`config.mk`:
```
export PLATFORM = sky130hd
export DESIGN_NAME = serial_day_to_calendar_date
export DESIGN_NICKNAME = d
export VERILOG_FILES = /design/src/design/sdcd_pkg.sv /design/src/design/serial_day_to_calendar_date.sv /design/src/design/sdcd_front.sv /design/src/design/sdcd_day_split.sv /design/src/design/sdcd_time_split.sv /design/src/design/sdcd_month_find.sv
export SDC_FILE = /design/constraint.sdc
export NUM_CORES = 1
export LEC_CHECK = 0
export ABC_AREA = 1
export BUFFER_PORTS_ARGS = -buffer_cell sky130_fd_sc_hd__buf_4
export CORE_MARGIN = 2
export CORE_UTILIZATION = 40
export CTS_CLUSTER_SIZE = 28
export DETAILED_ROUTE_END_ITERATION = 7
export PLACE_DENSITY_LB_ADDON = 0.12
export RECOVER_POWER = 25
export SYNTH_ARGS = -nofsm -noshare
export SYNTH_HDL_FRONTEND = slang
export SYNTH_SLANG_ARGS = --single-unit
```
`constraint.sdc`:
```
create_clock -name clk_i -period 11.2 [get_ports clk_i]
set_input_delay 0.56 -clock clk_i [delete_from_list [all_inputs] [get_ports clk_i]]
set_output_delay 0.56 -clock clk_i [all_outputs]
set_load 0.01 [all_outputs]
```
`src/design/sdcd_pkg.sv`:
```
// ----------------------------------------------------------------------------
// sdcd_pkg
// Shared constants, payload types and stage records for the serial day to
// calendar date converter.
// ----------------------------------------------------------------------------
package sdcd_pkg;

  // pipeline shape: front stage, day split stages, month stage
  localparam int DayStages  = 6;
  localparam int TimeStages = 7;
  localparam int NumStages  = DayStages + 2;

  localparam int DaysWidth = 23;
  localparam int SecWidth  = 17;
  localparam int AbsWidth  = 22;

  localparam int DayMin       = -657434;
  localparam int DayMax       = 2958465;
  localparam int DaysToEpoch  = 693959;
  localparam int DaysPer400   = 146097;
  localparam int DaysPerCent  = 36524;
  localparam int DaysPer4y    = 1461;
  localparam int DaysPerYear  = 365;
  localparam int DaysPerWeek  = 7;
  localparam int WdayOffset   = 6;    // day 0 of year 0 was a Saturday
  localparam int LastSecond   = 86399;
  localparam int SecPerHour   = 3600;
  localparam int SecPerMin    = 60;
  localparam int MonthsPerYear = 12;
  localparam int LeapDayIdx   = 59;   // zero-based day of year of Feb 29

  // floor reciprocals; the quotient estimate is low by at most one
  localparam int Div400Shift = 22;
  localparam int Div400Mul   = (1 << Div400Shift) / DaysPer400;
  localparam int Div7Shift   = 22;
  localparam int Div7Mul     = (1 << Div7Shift) / DaysPerWeek;
  localparam int Div4yShift  = 16;
  localparam int Div4yMul    = (1 << Div4yShift) / DaysPer4y;
  localparam int HourShift   = 17;
  localparam int HourMul     = (1 << HourShift) / SecPerHour;
  localparam int MinShift    = 12;
  localparam int MinMul      = (1 << MinShift) / SecPerMin;

  localparam logic [8:0] CumDays [13] =
      '{9'd0, 9'd31, 9'd59, 9'd90, 9'd120, 9'd151, 9'd181, 9'd212, 9'd243,
        9'd273, 9'd304, 9'd334, 9'd365};

  typedef struct packed {
    logic signed [22:0] serial_days;
    logic [16:0]        second_of_day;
  } sdcd_in_t;

  typedef struct packed {
    logic        valid_res;
    logic [13:0] year;
    logic [3:0]  month;
    logic [4:0]  day_of_month;
    logic [2:0]  weekday;
    logic [8:0]  day_of_year;
    logic [4:0]  hour;
    logic [5:0]  minute;
    logic [5:0]  second;
  } sdcd_out_t;

  typedef struct packed {
    logic        vres;
    logic [21:0] abs_day;
    logic [16:0] secs;
  } sdcd_front_t;

  typedef struct packed {
    logic        vres;
    logic [13:0] year;
    logic [8:0]  yday;
    logic [8:0]  dd;       // zero-based day of year
    logic        leap_yr;
    logic [2:0]  wday;
  } sdcd_date_t;

  typedef struct packed {
    logic        vres;
    logic [13:0] year;
    logic [3:0]  month;
    logic [4:0]  mday;
    logic [2:0]  wday;
    logic [8:0]  yday;
  } sdcd_cal_t;

  typedef struct packed {
    logic [4:0] hour;
    logic [5:0] minute;
    logic [5:0] second;
  } sdcd_tod_t;

endpackage

```
`src/design/serial_day_to_calendar_date.sv`:
```
// ----------------------------------------------------------------------------
// serial_day_to_calendar_date
// Serial day count plus second of day to calendar date and time of day.
// ----------------------------------------------------------------------------
// Usage:
//   Input beat: serial_days (signed days from 30 Dec 1899) and second_of_day.
//   Output beat: valid_res, year, month, day_of_month, weekday (0 = Sunday),
//   day_of_year, hour, minute, second. A day outside -657434..2958465 gives
//   valid_res low and all other fields zero; second_of_day above 86399 is
//   clamped to 23:59:59.
//   Both channels are valid/stall; a beat moves when valid is high and stall
//   is low.
//   One beat per cycle is sustained while the receiver does not stall. The
//   depth is set by the reciprocal divides (estimate stage, correction
//   stage) for 400-year, 4-year, weekday, hour, minute.
//   Each stage has its own valid bit, so bubbles are squeezed out when the
//   receiver stalls; in_stall_o rises only once all 8 stages hold beats.
//   Reset clears the valid bits only; nothing is in flight after reset.
// ----------------------------------------------------------------------------
module serial_day_to_calendar_date (
  input  logic                 clk_i,
  input  logic                 rst_ni,
  input  logic                 in_valid_i,
  output logic                 in_stall_o,
  input  sdcd_pkg::sdcd_in_t   in_data_i,
  output logic                 out_valid_o,
  input  logic                 out_stall_i,
  output sdcd_pkg::sdcd_out_t  out_data_o
);
  import sdcd_pkg::*;

  logic [NumStages-1:0] v_q, en;
  sdcd_front_t          front;
  sdcd_date_t           date;
  sdcd_cal_t            cal;
  sdcd_tod_t            tod;

  // a stage loads when it is empty or the stage after it loads
  assign en[NumStages-1] = ~v_q[NumStages-1] | ~out_stall_i;
  for (genvar k = 0; k < NumStages - 1; k++) begin : g_en
    assign en[k] = ~v_q[k] | en[k+1];
  end

  always_ff @(posedge clk_i or negedge rst_ni) begin
    if (!rst_ni) begin
      v_q <= '0;
    end else begin
      v_q <= (v_q & ~en) | ({v_q[NumStages-2:0], in_valid_i} & en);
    end
  end

  sdcd_front u_front (
    .clk_i   (clk_i),
    .en_i    (en[0]),
    .data_i  (in_data_i),
    .front_o (front)
  );

  sdcd_day_split u_day (
    .clk_i   (clk_i),
    .en_i    (en[DayStages:1]),
    .front_i (front),
    .date_o  (date)
  );

  sdcd_month_find u_month (
    .clk_i  (clk_i),
    .en_i   (en[NumStages-1]),
    .date_i (date),
    .cal_o  (cal)
  );

  sdcd_time_split u_time (
    .clk_i  (clk_i),
    .en_i   (en[TimeStages:1]),
    .secs_i (front.secs),
    .tod_o  (tod)
  );

  assign in_stall_o  = ~en[0];
  assign out_valid_o = v_q[NumStages-1];

  // out-of-range days report zeros in every field
  always_comb begin
    out_data_o.valid_res    = cal.vres;
    out_data_o.year         = cal.vres ? cal.year  : '0;
    out_data_o.month        = cal.vres ? cal.month : '0;
    out_data_o.day_of_month = cal.vres ? cal.mday  : '0;
    out_data_o.weekday      = cal.vres ? cal.wday  : '0;
    out_data_o.day_of_year  = cal.vres ? cal.yday  : '0;
    out_data_o.hour         = cal.vres ? tod.hour   : '0;
    out_data_o.minute       = cal.vres ? tod.minute : '0;
    out_data_o.second       = cal.vres ? tod.second : '0;
  end

endmodule

```
`src/design/sdcd_front.sv`:
```
// ----------------------------------------------------------------------------
// sdcd_front
// Input stage: range check, shift of the day count to year 0, clamp of the
// second of day.
// ----------------------------------------------------------------------------
module sdcd_front (
  input  logic                   clk_i,
  input  logic                   en_i,
  input  sdcd_pkg::sdcd_in_t     data_i,
  output sdcd_pkg::sdcd_front_t  front_o
);
  import sdcd_pkg::*;

  localparam logic signed [DaysWidth-1:0] DayLo   = DaysWidth'(DayMin);
  localparam logic signed [DaysWidth-1:0] DayHi   = DaysWidth'(DayMax);
  localparam logic signed [DaysWidth-1:0] EpochSh = DaysWidth'(DaysToEpoch);

  logic signed [DaysWidth-1:0] sum;
  sdcd_front_t                 front_d, front_q;

  always_comb begin
    sum             = data_i.serial_days + EpochSh;
    front_d.vres    = (data_i.serial_days >= DayLo) && (data_i.serial_days <= DayHi);
    front_d.abs_day = sum[AbsWidth-1:0];
    front_d.secs    = (data_i.second_of_day > SecWidth'(LastSecond)) ?
                      SecWidth'(LastSecond) : data_i.second_of_day;
  end

  always_ff @(posedge clk_i) begin
    if (en_i) begin
      front_q <= front_d;
    end
  end

  assign front_o = front_q;

endmodule

```
`src/design/sdcd_day_split.sv`:
```
// ----------------------------------------------------------------------------
// sdcd_day_split
// Six stages: 400-year, century, 4-year and year split of the day count,
// weekday, year number and day of year.
// ----------------------------------------------------------------------------
module sdcd_day_split (
  input  logic                          clk_i,
  input  logic [sdcd_pkg::DayStages-1:0] en_i,
  input  sdcd_pkg::sdcd_front_t         front_i,
  output sdcd_pkg::sdcd_date_t          date_o
);
  import sdcd_pkg::*;

  // stage 2: reciprocal estimates
  logic [21:0] wx;
  logic [26:0] p400;
  logic [41:0] pw;
  logic        vres2_q;
  logic [21:0] abs2_q, wx2_q;
  logic [4:0]  qa2_q;
  logic [19:0] wq2_q;

  always_comb begin
    wx   = front_i.abs_day + 22'(WdayOffset);
    p400 = 27'(front_i.abs_day) * 27'(Div400Mul);
    pw   = 42'(wx) * 42'(Div7Mul);
  end

  always_ff @(posedge clk_i) begin
    if (en_i[0]) begin
      vres2_q <= front_i.vres;
      abs2_q  <= front_i.abs_day;
      wx2_q   <= wx;
      qa2_q   <= p400[Div400Shift+4:Div400Shift];
      wq2_q   <= pw[Div7Shift+19:Div7Shift];
    end
  end

  // stage 3: quotient corrections
  logic [21:0] p3, wr;
  logic        ge3;
  logic [3:0]  w4;
  logic        vres3_q;
  logic [4:0]  n400_3_q;
  logic [17:0] r400_3_q;
  logic [2:0]  wday3_q;

  always_comb begin
    p3  = abs2_q - 22'(qa2_q) * 22'(DaysPer400);
    ge3 = p3 >= 22'(DaysPer400);
    wr  = wx2_q - 22'(wq2_q) * 22'(DaysPerWeek);
    w4  = wr[3:0];
  end

  always_ff @(posedge clk_i) begin
    if (en_i[1]) begin
      vres3_q  <= vres2_q;
      n400_3_q <= ge3 ? qa2_q + 5'd1 : qa2_q;
      r400_3_q <= ge3 ? 18'(p3 - 22'(DaysPer400)) : 18'(p3);
      wday3_q  <= (w4 >= 4'(DaysPerWeek)) ? 3'(w4 - 4'(DaysPerWeek)) : 3'(w4);
    end
  end

  // stage 4: century by compare ladder
  logic [17:0] t4, a4;
  logic [1:0]  cent;
  logic [15:0] x4;
  logic        vres4_q;
  logic [4:0]  n400_4_q;
  logic [1:0]  cent4_q;
  logic [15:0] x4_q;
  logic [2:0]  wday4_q;

  always_comb begin
    t4 = r400_3_q - 18'd1;
    priority if (r400_3_q == '0)                 cent = 2'd0;
    else if (t4 >= 18'(3 * DaysPerCent))         cent = 2'd3;
    else if (t4 >= 18'(2 * DaysPerCent))         cent = 2'd2;
    else if (t4 >= 18'(DaysPerCent))             cent = 2'd1;
    else                                         cent = 2'd0;
    a4 = t4 - 18'(cent) * 18'(DaysPerCent);
    x4 = (cent != 2'd0) ? 16'(a4 + 18'd1) : 16'(r400_3_q);
  end

  always_ff @(posedge clk_i) begin
    if (en_i[2]) begin
      vres4_q  <= vres3_q;
      n400_4_q <= n400_3_q;
      cent4_q  <= cent;
      x4_q     <= x4;
      wday4_q  <= wday3_q;
    end
  end

  // stage 5: 4-year estimate
  logic [21:0] p4y;
  logic        vres5_q;
  logic [4:0]  n400_5_q, q5_q;
  logic [1:0]  cent5_q;
  logic [15:0] x5_q;
  logic [2:0]  wday5_q;

  assign p4y = 22'(x4_q) * 22'(Div4yMul);

  always_ff @(posedge clk_i) begin
    if (en_i[3]) begin
      vres5_q  <= vres4_q;
      n400_5_q <= n400_4_q;
      cent5_q  <= cent4_q;
      x5_q     <= x4_q;
      q5_q     <= p4y[Div4yShift+4:Div4yShift];
      wday5_q  <= wday4_q;
    end
  end

  // stage 6: 4-year correction; block 0 of centuries 1..3 has no leap day
  logic [15:0] r6, r6c;
  logic        ge6, leap6;
  logic [4:0]  n4;
  logic        vres6_q, leap6_q;
  logic [4:0]  n400_6_q, n4_6_q;
  logic [1:0]  cent6_q;
  logic [10:0] d4_6_q;
  logic [2:0]  wday6_q;

  always_comb begin
    r6    = x5_q - 16'(q5_q) * 16'(DaysPer4y);
    ge6   = r6 >= 16'(DaysPer4y);
    n4    = ge6 ? q5_q + 5'd1 : q5_q;
    r6c   = ge6 ? r6 - 16'(DaysPer4y) : r6;
    leap6 = !((cent5_q != 2'd0) && (n4 == 5'd0));
  end

  always_ff @(posedge clk_i) begin
    if (en_i[4]) begin
      vres6_q  <= vres5_q;
      n400_6_q <= n400_5_q;
      cent6_q  <= cent5_q;
      n4_6_q   <= n4;
      leap6_q  <= leap6;
      d4_6_q   <= leap6 ? 11'(r6c) : 11'(r6c - 16'd1);
      wday6_q  <= wday5_q;
    end
  end

  // stage 7: year within the 4-year block, year number
  logic [10:0] t7, base7, dd7;
  logic [1:0]  y4;
  sdcd_date_t  date_d, date_q;

  always_comb begin
    t7    = leap6_q ? d4_6_q - 11'd1 : d4_6_q;
    priority if (leap6_q && (d4_6_q == '0))      y4 = 2'd0;
    else if (t7 >= 11'(3 * DaysPerYear))         y4 = 2'd3;
    else if (t7 >= 11'(2 * DaysPerYear))         y4 = 2'd2;
    else if (t7 >= 11'(DaysPerYear))             y4 = 2'd1;
    else                                         y4 = 2'd0;
    base7 = 11'(y4) * 11'(DaysPerYear);
    dd7   = (leap6_q && (y4 == 2'd0)) ? d4_6_q : t7 - base7;

    date_d.vres    = vres6_q;
    date_d.dd      = 9'(dd7);
    date_d.yday    = 9'(dd7 + 11'd1);
    date_d.leap_yr = leap6_q && (y4 == 2'd0);
    date_d.wday    = wday6_q;
    date_d.year    = 14'(n400_6_q) * 14'd400 + 14'(cent6_q) * 14'd100
                   + 14'(n4_6_q) * 14'd4 + 14'(y4);
  end

  always_ff @(posedge clk_i) begin
    if (en_i[5]) begin
      date_q <= date_d;
    end
  end

  assign date_o = date_q;

endmodule

```
`src/design/sdcd_time_split.sv`:
```
// ----------------------------------------------------------------------------
// sdcd_time_split
// Second of day to hour, minute and second, then delay to line up with
// the date path.
// ----------------------------------------------------------------------------
module sdcd_time_split (
  input  logic                            clk_i,
  input  logic [sdcd_pkg::TimeStages-1:0] en_i,
  input  logic [16:0]                     secs_i,
  output sdcd_pkg::sdcd_tod_t             tod_o
);
  import sdcd_pkg::*;

  // hour estimate
  logic [22:0] ph;
  logic [16:0] secs2_q;
  logic [4:0]  hq2_q;

  assign ph = 23'(secs_i) * 23'(HourMul);

  always_ff @(posedge clk_i) begin
    if (en_i[0]) begin
      secs2_q <= secs_i;
      hq2_q   <= ph[HourShift+4:HourShift];
    end
  end

  // hour correction
  logic [16:0] r3;
  logic        ge3;
  logic [4:0]  h3_q;
  logic [11:0] rh3_q;

  always_comb begin
    r3  = secs2_q - 17'(hq2_q) * 17'(SecPerHour);
    ge3 = r3 >= 17'(SecPerHour);
  end

  always_ff @(posedge clk_i) begin
    if (en_i[1]) begin
      h3_q  <= ge3 ? hq2_q + 5'd1 : hq2_q;
      rh3_q <= ge3 ? 12'(r3 - 17'(SecPerHour)) : 12'(r3);
    end
  end

  // minute estimate
  logic [18:0] pm;
  logic [4:0]  h4_q;
  logic [11:0] rh4_q;
  logic [5:0]  mq4_q;

  assign pm = 19'(rh3_q) * 19'(MinMul);

  always_ff @(posedge clk_i) begin
    if (en_i[2]) begin
      h4_q  <= h3_q;
      rh4_q <= rh3_q;
      mq4_q <= pm[MinShift+5:MinShift];
    end
  end

  // minute correction, then a delay line to the output stage
  localparam int DelayLen = TimeStages - 3;

  logic [11:0] r5;
  logic        ge5;
  sdcd_tod_t   tod5;
  sdcd_tod_t   tod_q [DelayLen];

  always_comb begin
    r5          = rh4_q - 12'(mq4_q) * 12'(SecPerMin);
    ge5         = r5 >= 12'(SecPerMin);
    tod5.hour   = h4_q;
    tod5.minute = ge5 ? mq4_q + 6'd1 : mq4_q;
    tod5.second = ge5 ? 6'(r5 - 12'(SecPerMin)) : 6'(r5);
  end

  always_ff @(posedge clk_i) begin
    if (en_i[3]) begin
      tod_q[0] <= tod5;
    end
  end

  for (genvar k = 1; k < DelayLen; k++) begin : g_dly
    always_ff @(posedge clk_i) begin
      if (en_i[3+k]) begin
        tod_q[k] <= tod_q[k-1];
      end
    end
  end

  assign tod_o = tod_q[DelayLen-1];

endmodule

```
`src/design/sdcd_month_find.sv`:
```
// ----------------------------------------------------------------------------
// sdcd_month_find
// Output stage of the date path: month and day of month from the day of
// year, Feb 29 handled on its own.
// ----------------------------------------------------------------------------
module sdcd_month_find (
  input  logic                 clk_i,
  input  logic                 en_i,
  input  sdcd_pkg::sdcd_date_t date_i,
  output sdcd_pkg::sdcd_cal_t  cal_o
);
  import sdcd_pkg::*;

  logic [8:0] d;
  logic [3:0] cnt;
  logic       is_feb29;
  sdcd_cal_t  cal_d, cal_q;

  always_comb begin
    is_feb29 = date_i.leap_yr && (date_i.dd == 9'(LeapDayIdx));
    // past Feb 29 the leap day is dropped so the common table applies
    d = (date_i.leap_yr && (date_i.dd > 9'(LeapDayIdx))) ? date_i.dd : date_i.dd + 9'd1;
    cnt = '0;
    for (int k = 1; k < MonthsPerYear; k++) begin
      if (d > CumDays[4'(k)]) cnt = cnt + 4'd1;
    end

    cal_d.vres = date_i.vres;
    cal_d.year = date_i.year;
    cal_d.wday = date_i.wday;
    cal_d.yday = date_i.yday;
    if (is_feb29) begin
      cal_d.month = 4'd2;
      cal_d.mday  = 5'd29;
    end else begin
      cal_d.month = cnt + 4'd1;
      cal_d.mday  = 5'(d - CumDays[cnt]);
    end
  end

  always_ff @(posedge clk_i) begin
    if (en_i) begin
      cal_q <= cal_d;
    end
  end

  assign cal_o = cal_q;

endmodule

```
---- After elaboration in Yosys (flattened, before gate mapping) ----
Memory sizes are Yosys's and may differ from the RTL's.
Index checks and enable logic that the tools add are counted.
cells by class
  $lt $le $gt $ge ......................... 23
  add/subtract/negate cells ............... 35
  equality and inequality tests ........... 1
  $mul .................................... 14
  reductions and logical operators ........ 13
  muxes and demuxes ....................... 47
  bitwise gates (word level) .............. 23
operators by type and width
  operator                count
  $mul 22x19->41 const B  1
  $ge 18x17->1 const B    2
  $mux 5                  7
  $mux 11                 3
  $sub 16x16->16          2
  $mux 4                  7
  $gt 9x8->1 const B      3
  $mux 9                  3
  $mul 22x3->25 const B   1
  $add 4x1->4 const B     6
  $mux 6                  4
  $ge 23x21->1 const B    1
  $le 23x23->1 const B    1
  $add 22x21->22 const B  1
  $add 22x3->22 const B   1
  $ge 22x18->1 const B    1
  $mul 5x18->22 const B   1
  $sub 11x1->11 const B   2
  $sub 22x22->22          1
  $mul 17x4->20 const B   1
  $mul 20x3->4 const B    1
  $mul 16x4->19 const B   1
  $add 9x1->9 const B     2
  $ge 18x16->1 const B    1
  59 further kinds        102
storage, ports and cells
  memories kept ........................... 2
  bits of input ports ..................... 44
  bits in writable memories ............... 68
  bits in read-only memories .............. 144
  bits in registers ....................... 349
  output and inout bits ................... 55
memory list
  memory            words  bits a word  rd ports  clocked after memory_dff  write ports  RTL line               text
  (name not given)  16     9            1         0                         0            sdcd_month_find.sv:37  cal_d.mday = 5'(d - CumDays[cnt]);
  u_time.tod_q      4      17           4         0                         4            sdcd_time_split.sv:68  sdcd_tod_t tod_q [DelayLen];

---- Logic depth before layout (Yosys ltp) ----
Gate-level depths: netlist of the first run.
  depth in word-level cells ............... 22
  gate-level depth with buffers ........... 44
  mapped depth without buffers ............ 44

---- Cells and area by module ----
Synthesis of the first run repeated with hierarchy kept, for this count alone.
unflattened totals
  cell total of the unflattened synthesis .. 3971
  area, all modules ....................... 34702.0 um2
by module, submodules not included
  module                       instances  cells an instance  area an instance (um2)  sequential area each (um2)
  sdcd_day_split               1          2322               20278.2                 5585.4
  sdcd_time_split              1          816                8071.5                  3903.7
  sdcd_month_find              1          348                2879.0                  1081.0
  sdcd_front                   1          341                2710.1                  1201.2
  serial_day_to_calendar_date  1          144                763.2                   200.2

---- Worst setup path after synthesis of the first run ----
No wires, ideal clock.
  path kind ............................... input to register
  start point ............................. in out_stall_i
  end point ............................... reg u_front.front_q, in the netlist u_front.front_o[0] (enable)
  data required time ...................... 10.805 ns
  slack ................................... 1.119 ns
  stages .................................. 15
  arrival time ............................ 9.686 ns
  cells stage by stage .................... nand2_1 nor2_1 inv_1 nor2_1 inv_1 nor2_1 inv_1 nor2_1 inv_1 nor2_1 inv_1 nor2_1 inv_1 nor2_1 inv_1
between the ends
  cells in the longest elaborated chain, start to end .. 9
RTL lines
  item                      RTL line                           text
  from (decl)               serial_day_to_calendar_date.sv:27  input logic out_stall_i,
  $not 1->1                 serial_day_to_calendar_date.sv:39  assign en[NumStages-1] = ~v_q[NumStages-1] | ~out_stall_i;
  $or 1x1->1                serial_day_to_calendar_date.sv:39
  $or 1x1->1                serial_day_to_calendar_date.sv:41  assign en[k] = ~v_q[k] | en[k+1];
  net en[6]                 serial_day_to_calendar_date.sv:32  logic [NumStages-1:0] v_q, en;
  $or 1x1->1                serial_day_to_calendar_date.sv:41
  net en[5]                 serial_day_to_calendar_date.sv:32
  $or 1x1->1                serial_day_to_calendar_date.sv:41
  net en[4]                 serial_day_to_calendar_date.sv:32
  $or 1x1->1                serial_day_to_calendar_date.sv:41
  net en[3]                 serial_day_to_calendar_date.sv:32
  $or 1x1->1                serial_day_to_calendar_date.sv:41
  net en[2]                 serial_day_to_calendar_date.sv:32
  $or 1x1->1 (2 in series)  serial_day_to_calendar_date.sv:41
  to (signal assigned)      sdcd_front.sv:31                   front_q <= front_d;
  to (decl)                 sdcd_front.sv:19                   sdcd_front_t front_d, front_q;
The timed path passes the listed nets, and every way through them passes these cells.
A chain may end at the register's enable or synchronous reset.

---- Worst setup path after layout of the first run ----
  start point ............................. reg u_day.date_q, in the netlist u_day.date_o[5]
  end point ............................... reg u_month.cal_q, in the netlist u_month.cal_o[16] (data pin)
between the ends
  cells in the longest elaborated chain, start to end .. 22
RTL lines
  item                                        RTL line               text
  from (decl)                                 sdcd_day_split.sv:149  sdcd_date_t date_d, date_q;
  from (signal assigned)                      sdcd_day_split.sv:172  date_q <= date_d;
  $gt 9x6->1                                  sdcd_month_find.sv:22  d = (date_i.leap_yr && (date_i.dd > 9'(LeapDayIdx))) ? date_i.dd : date_i.dd + 9'd1;
  $logic_and 1x1->1                           sdcd_month_find.sv:22
  $mux 9                                      sdcd_month_find.sv:22
  $gt 9x5->1                                  sdcd_month_find.sv:25  if (d > CumDays[4'(k)]) cnt = cnt + 4'd1;
  $mux 1                                      sdcd_month_find.sv:25
  $add 1x1->2                                 sdcd_month_find.sv:25
  $mux 4                                      sdcd_month_find.sv:25
  $add 4x1->4                                 sdcd_month_find.sv:25
  [... 5 more ...]                            -
  $add 4x1->4                                 sdcd_month_find.sv:25
  $mux 4                                      sdcd_month_find.sv:25
  $add 4x1->4                                 sdcd_month_find.sv:25
  $mux 4                                      sdcd_month_find.sv:25
  $not 4->5 (not written as such)             sdcd_month_find.sv:37
  $mem_v2 16x9                                -
  $mux 5 (not written as such) (2 in series)  sdcd_month_find.sv:37
  $sub 5x5->5                                 sdcd_month_find.sv:37
  to (signal assigned)                        sdcd_month_find.sv:43  cal_q <= cal_d;
  to (decl)                                   sdcd_month_find.sv:17  sdcd_cal_t cal_d, cal_q;
Parallel ways exist; a longest one is shown, timed or not. The select of a mux whose other input is x is not followed.

==> flow_metrics.env, run 1 <==
export IMPL_wl_per_cell_um=13.9
export IMPL_clkTransAtPathRegs_ps=60
export IMPL_wl_met1_um=27000
export IMPL_critPathMaxFanout=14
export IMPL_grt_pass1_wl_um=105000
export IMPL_die_y_um=284
export IMPL_path_class="reg -> reg"
export IMPL_slew_headroom_pct=21.3
export IMPL_worst_pin_slew_ps=1180
export IMPL_routed_via_density=4.75
export IMPL_dr_pass1_iters=5
export IMPL_ys_ff_latch=400
export IMPL_routed_wl_um=60900
export IMPL_wl_met2_um=30500
export IMPL_yosysUniqueCellTypes=65
export IMPL_worst_hold_path_type="in -> reg"
export IMPL_timing_fmax_ghz=0.157
export IMPL_slew_viol_final=0
export IMPL_synth_nets=3827
export IMPL_layout_cells_most_common="inv_1"
export IMPL_cts_max_path_buffers=3
export IMPL_drtIter0Drc=711
export IMPL_diodes=0
export IMPL_cts_resized=0
export IMPL_vias=20900
export IMPL_fin_crit_ps=6380
export IMPL_dp_hpwl_um=49500
export IMPL_top_layer="met5"
export IMPL_cts_setup_buffers=0
export IMPL_grt_max_degree=60
export IMPL_dieArea_um2=80500
export IMPL_die_width_um=284
export IMPL_status="finished, final reports clean"
export IMPL_finalSetupTns_ps=0
export IMPL_syn2layout_area_growth_pct=11.0
export IMPL_worst_endpoint_arrival_ps=6700
export IMPL_synthCells=3193
export IMPL_synthArstFlopShare_pct=2.00
export IMPL_row_count=102
export IMPL_synth_top_flop_cell="edfxtp_1"
export IMPL_end_kind="flip-flop"
export IMPL_nets=3957
export IMPL_cts_buffers=46
export IMPL_synth_area_um2=31300
export IMPL_drc=0
export IMPL_clkSinkCount=400
export IMPL_clock_latency_ps=580
export IMPL_ioPinCount=99
export IMPL_initial_core_util_pct=40.4
export IMPL_start_kind="flip-flop"
export IMPL_synth_edf_count=392
export IMPL_ant_nets=0
export IMPL_antenna_found_initial=1
export IMPL_port_buffers=98
export IMPL_cts_tree="yes"
export IMPL_cpMaxStageDelayCell="fa_1"
export IMPL_final_cell_mix="inv_1, nand2_1, ha_1, edfxtp_1, nor2_1"
export IMPL_wl_met3_um=1640
export IMPL_avgSynthCellArea_um2=9.80
export IMPL_maxCapViolCount=0
export IMPL_utilization_pct=44.9
export IMPL_synth_seq_area_share_pct=38.2
export IMPL_core_um2=77500
export IMPL_grt_usage_pct=15.5
export IMPL_gp_congestion=0.889
export IMPL_holdWs_ps=174
export IMPL_grt_ovfl_total=0
export IMPL_grt_pass1_vias=21900
export IMPL_drive_gt1_share_pct=7.44
export IMPL_yosysWarnings=0
export IMPL_finalClockSkew_ps=23.1
export IMPL_final_period_utilization_pct=57.0
export IMPL_root_buffer="clkbuf_16"
export IMPL_path_common_cell="nand2_1"
export IMPL_required_ps=11510
export IMPL_htree_levels=2
export IMPL_hold_violations=0
export IMPL_slowest_delay_ps=460
export IMPL_setup_violations=0
export IMPL_rsz0062_at_grt="no"
layer usage:
metal	vias up	global-route usage [%]
li1	10700	-
met4	2	5.12
met2	239	28.3
met1	9829	18.9
met5	-	0
met3	109	1.95
synth_stat cells (21+ instances only):
cell,n,share of area [%]
nand3_1,114,1.8
nand2_1,536,6.4
xnor2_1,85,2.4
inv_1,629,7.5
nand4_1,48,0.96
o21ai_1,21,0.34
o21ai_0,92,1.5
ha_1,436,17
a21oi_1,137,2.2
edfxtp_1,392,38
xor2_1,156,4.4
fa_1,154,9.8
nor2_1,159,1.9
logic make-up after synthesis:
group / after synthesis / synth area share (%)
AND/OR/NAND/NOR: 946 / 13.1
AO/OA/AOI/OAI: 341 / 6.26
buffers and inverters: 671 / 8.17
multiplexers: 1 / 0.0360
XOR/XNOR: 244 / 6.90
adder cells (fa/ha/maj): 590 / 27.3
flip-flops: 400 / 38.2
through the flow:
stage	cells	instance area [um^2]	setup slack [ps]
6_report	4399	34800	4820
5_1_grt	4399	34800	4100
4_1_cts	4399	34800	4810
3_5_place_dp	4314	33300	4830
3_3_place_gp	4314	33300	5020
2_1_floorplan	3193	31300	1120
area by class of cell:
| type | instances | area [um^2] |
|---|---|---|
| Clock buffer | 57 | 1240 |
| Tap cell | 1040 | 1300 |
| Clock inverter | 27 | 246 |
| Timing Repair Buffer | 107 | 791 |
| Multi-Input combinational cell | 2122 | 16800 |
| Inverter | 646 | 2420 |
| Fill cell | 7365 | 42700 |
| Sequential cell | 400 | 12000 |
state kept, by name, indices dropped and copies added (netlist names), 6 cells and up, named ones only:
signal	flops
u_day.abs2_q	21
u_day.d4_6_q	11
u_day.date_o	37
u_day.r400_3_q	18
u_day.x4_q	16
u_day.x5_q	16
u_front.front_o	40
u_month.cal_o	36
u_time.mq4_q	6
u_time.rh3_q	12
u_time.rh4_q	12
u_time.secs2_q	17
u_time.tod_q	68
worst paths after layout:
kind / start / endpoint / slack (ps) / cells after the start
max in group asynchronous: rst_ni / async pin / 10260 / 2
worst max-delay path: u_day.date_o[5] / u_month.cal_o[16] / 4820 / 38
worst min-delay path: in_valid_i / flip-flop / 170 / 2
worst min register to register: u_time.tod_q[2][8] / u_time.tod_q[3][8] / 420 / 0
worst max register to register: u_day.date_o[5] / u_month.cal_o[16] / 4820 / 38
min in group asynchronous: rst_ni / async pin / 520 / 2
repair_timing:
action,in CTS,in global routing
hold buffers,1,0
endpoints found under the hold margin,8,0
setup endpoints to repair,0,0
critical path, delay by kind of cell, from the launching register on:
kind	cells	cell delay, ps
and+or+nand+nor	24	2600
buffers and inverters	3	220
AOI/OAI and AO/OA	3	590
DFF	1	420
adders and majority gates	8	2320
Power of run 1 is not shown: default switching activity piles up to over one toggle a cycle in this logic, so the estimate is an artifact.
==> run 2: changes to the inputs <==
Clock period 11.2 ns to 5.8 ns, I/O delays scaled along.
==> run 2 against run 1 <==
Against the previous run:
- die area is the same
- hold slack lost 130 ps
- sequential cell count is the same
- final area grew 4.7%
- critical path depth grew 1
- clock skew shrank 4.8 ps
- non-clock buffer count grew 127
- first-iteration DRC count grew 11%
- register-to-register slack lost 4500 ps
- via count grew 2.5%
- critical path type unchanged
- critical endpoint unchanged
==> flow_metrics.env, run 2 (synthesized netlist as in run 1, its figures left out) <==
export IMPL_status="finished, final reports clean"
export IMPL_grt_usage_pct=15.7
export IMPL_grt_pass1_wl_um=106000
export IMPL_path_class="reg -> reg"
export IMPL_final_period_utilization_pct=95.2
export IMPL_setup_violations=0
export IMPL_rsz0062_at_grt="yes"
export IMPL_antenna_found_initial=1
export IMPL_drtIter0Drc=791
export IMPL_cts_max_path_buffers=3
export IMPL_dieArea_um2=80500
export IMPL_worst_endpoint_arrival_ps=5820
export IMPL_hold_violations=0
export IMPL_dr_pass1_iters=5
export IMPL_wl_per_cell_um=13.8
export IMPL_routed_wl_um=62300
export IMPL_timing_fmax_ghz=0.181
export IMPL_clkSinkCount=400
export IMPL_dp_hpwl_um=50000
export IMPL_die_width_um=284
export IMPL_maxCapViolCount=0
export IMPL_grt_pass1_vias=22200
export IMPL_row_count=102
export IMPL_ant_nets=0
export IMPL_die_y_um=284
export IMPL_initial_core_util_pct=40.4
export IMPL_required_ps=6100
export IMPL_largest_reg_flops=68
export IMPL_port_buffers=98
export IMPL_gp_congestion=0.871
export IMPL_ioPinCount=99
export IMPL_slowest_delay_ps=420
export IMPL_layout_cells_most_common="inv_1"
export IMPL_drc=0
export IMPL_slew_viol_final=0
export IMPL_cpMaxStageDelayCell="edfxtp_1"
export IMPL_cts_tree="yes"
export IMPL_routed_via_density=4.73
export IMPL_slew_headroom_pct=31.4
export IMPL_fin_crit_ps=5520
export IMPL_vias=21400
export IMPL_grt_max_degree=59
export IMPL_largest_register="u_time.tod_q"
export IMPL_worst_pin_slew_ps=1020
export IMPL_final_cell_mix="inv_1, nand2_1, ha_1, edfxtp_1, buf_4"
export IMPL_setup_ws_ps=276
export IMPL_htree_levels=2
export IMPL_path_common_cell="buf_4"
export IMPL_syn2layout_area_growth_pct=16.3
export IMPL_cts_buffers=46
export IMPL_root_buffer="clkbuf_16"
export IMPL_worst_hold_path_type="in -> reg"
export IMPL_finalClockSkew_ps=18.3
export IMPL_clock_latency_ps=560
export IMPL_place_ws_ps=-220
export IMPL_critPathMaxFanout=5
export IMPL_core_um2=77500
export IMPL_drive_gt1_share_pct=13.4
export IMPL_grt_ovfl_total=0
export IMPL_nets=4085
export IMPL_end_kind="flip-flop"
export IMPL_clkTransAtPathRegs_ps=60
export IMPL_start_kind="flip-flop"
export IMPL_diodes=0
## run 2: cell count changes in the layout (fill, tap and decap cells not counted), moves of 11 or more
cell	previous run	this run
ha_1	436	418
nand2_2	8	25
nand2_1	535	513
inv_1	623	611
nor2_1	159	140
ha_4	0	14
dlygate4sd3_1	1	13
nor2_4	0	11
buf_4	102	209
## run 2: per-layer routing
layer / share of wire [%] / track usage, % / vias to the layer above / routed length (um)
met2: 50 / 28.6 / 227 / 31400
li1: - / - / 11000 / -
met1: 45 / 19.6 / 10100 / 28000
met4: 1.9 / 3.65 / 2 / 1150
met5: 0.021 / 0 / - / 13
met3: 2.8 / 2.04 / 81 / 1760
## run 2: worst paths after layout
| kind | from | endpoint | slack, ps | depth (start not counted) |
|---|---|---|---|---|
| worst max-delay path | u_day.date_o[4] | u_month.cal_o[16] | 280 | 39 |
| worst min-delay path | in_data_i[39] | u_front.front_o[39] | 40 | 3 |
| worst max register to register | u_day.date_o[4] | u_month.cal_o[16] | 280 | 39 |
| min in group asynchronous | rst_ni | async pin | 270 | 2 |
| max in group asynchronous | rst_ni | async pin | 5050 | 2 |
| worst min register to register | u_time.tod_q[2][14] | u_time.tod_q[3][14] | 410 | 0 |
## run 2: cell type report
class                      count  area (um^2)
clock buffer                  58         1270
clock inverter                27          263
fill                        7282        41100
inverter                     646         2450
multi-input combinational   2123        17400
sequential                   400        12000
tap                         1040         1300
timing repair buffer         234         1790
## run 2: timing repair
action | 4_1_cts | 5_1_grt
pin swaps | 7 | 44
gates cloned | 1 | 0
buffers inserted | 17 | 15
endpoints found under the hold margin | 20 | 0
gates resized for setup | 14 | 104
hold buffers | 13 | 0
setup endpoints to repair | 5 | 22
## run 2: per-stage QoR
stage	utilization, %	setup TNS, ps	cell area (um^2)	hold slack (ps)	std cells
floorplan	-	-153240	31400	-5.59	3193
global placement	43.9	-35.7	34000	137	4397
detailed placement	43.9	-764	34000	139	4397
CTS	46.3	0	35800	5.16	4513
global route	47.0	-182	36400	37.9	4528
finish	47.0	0	36400	42.9	4528
## run 2: worst max-delay path: cells and delay by family, from the launching register on
kind	cells	cell delay, ps
compound gates	2	300
fa+ha+maj	5	1180
flops	1	420
buf+inv	14	1700
simple gates	18	1690
Power of run 2 is left out for the same reason.
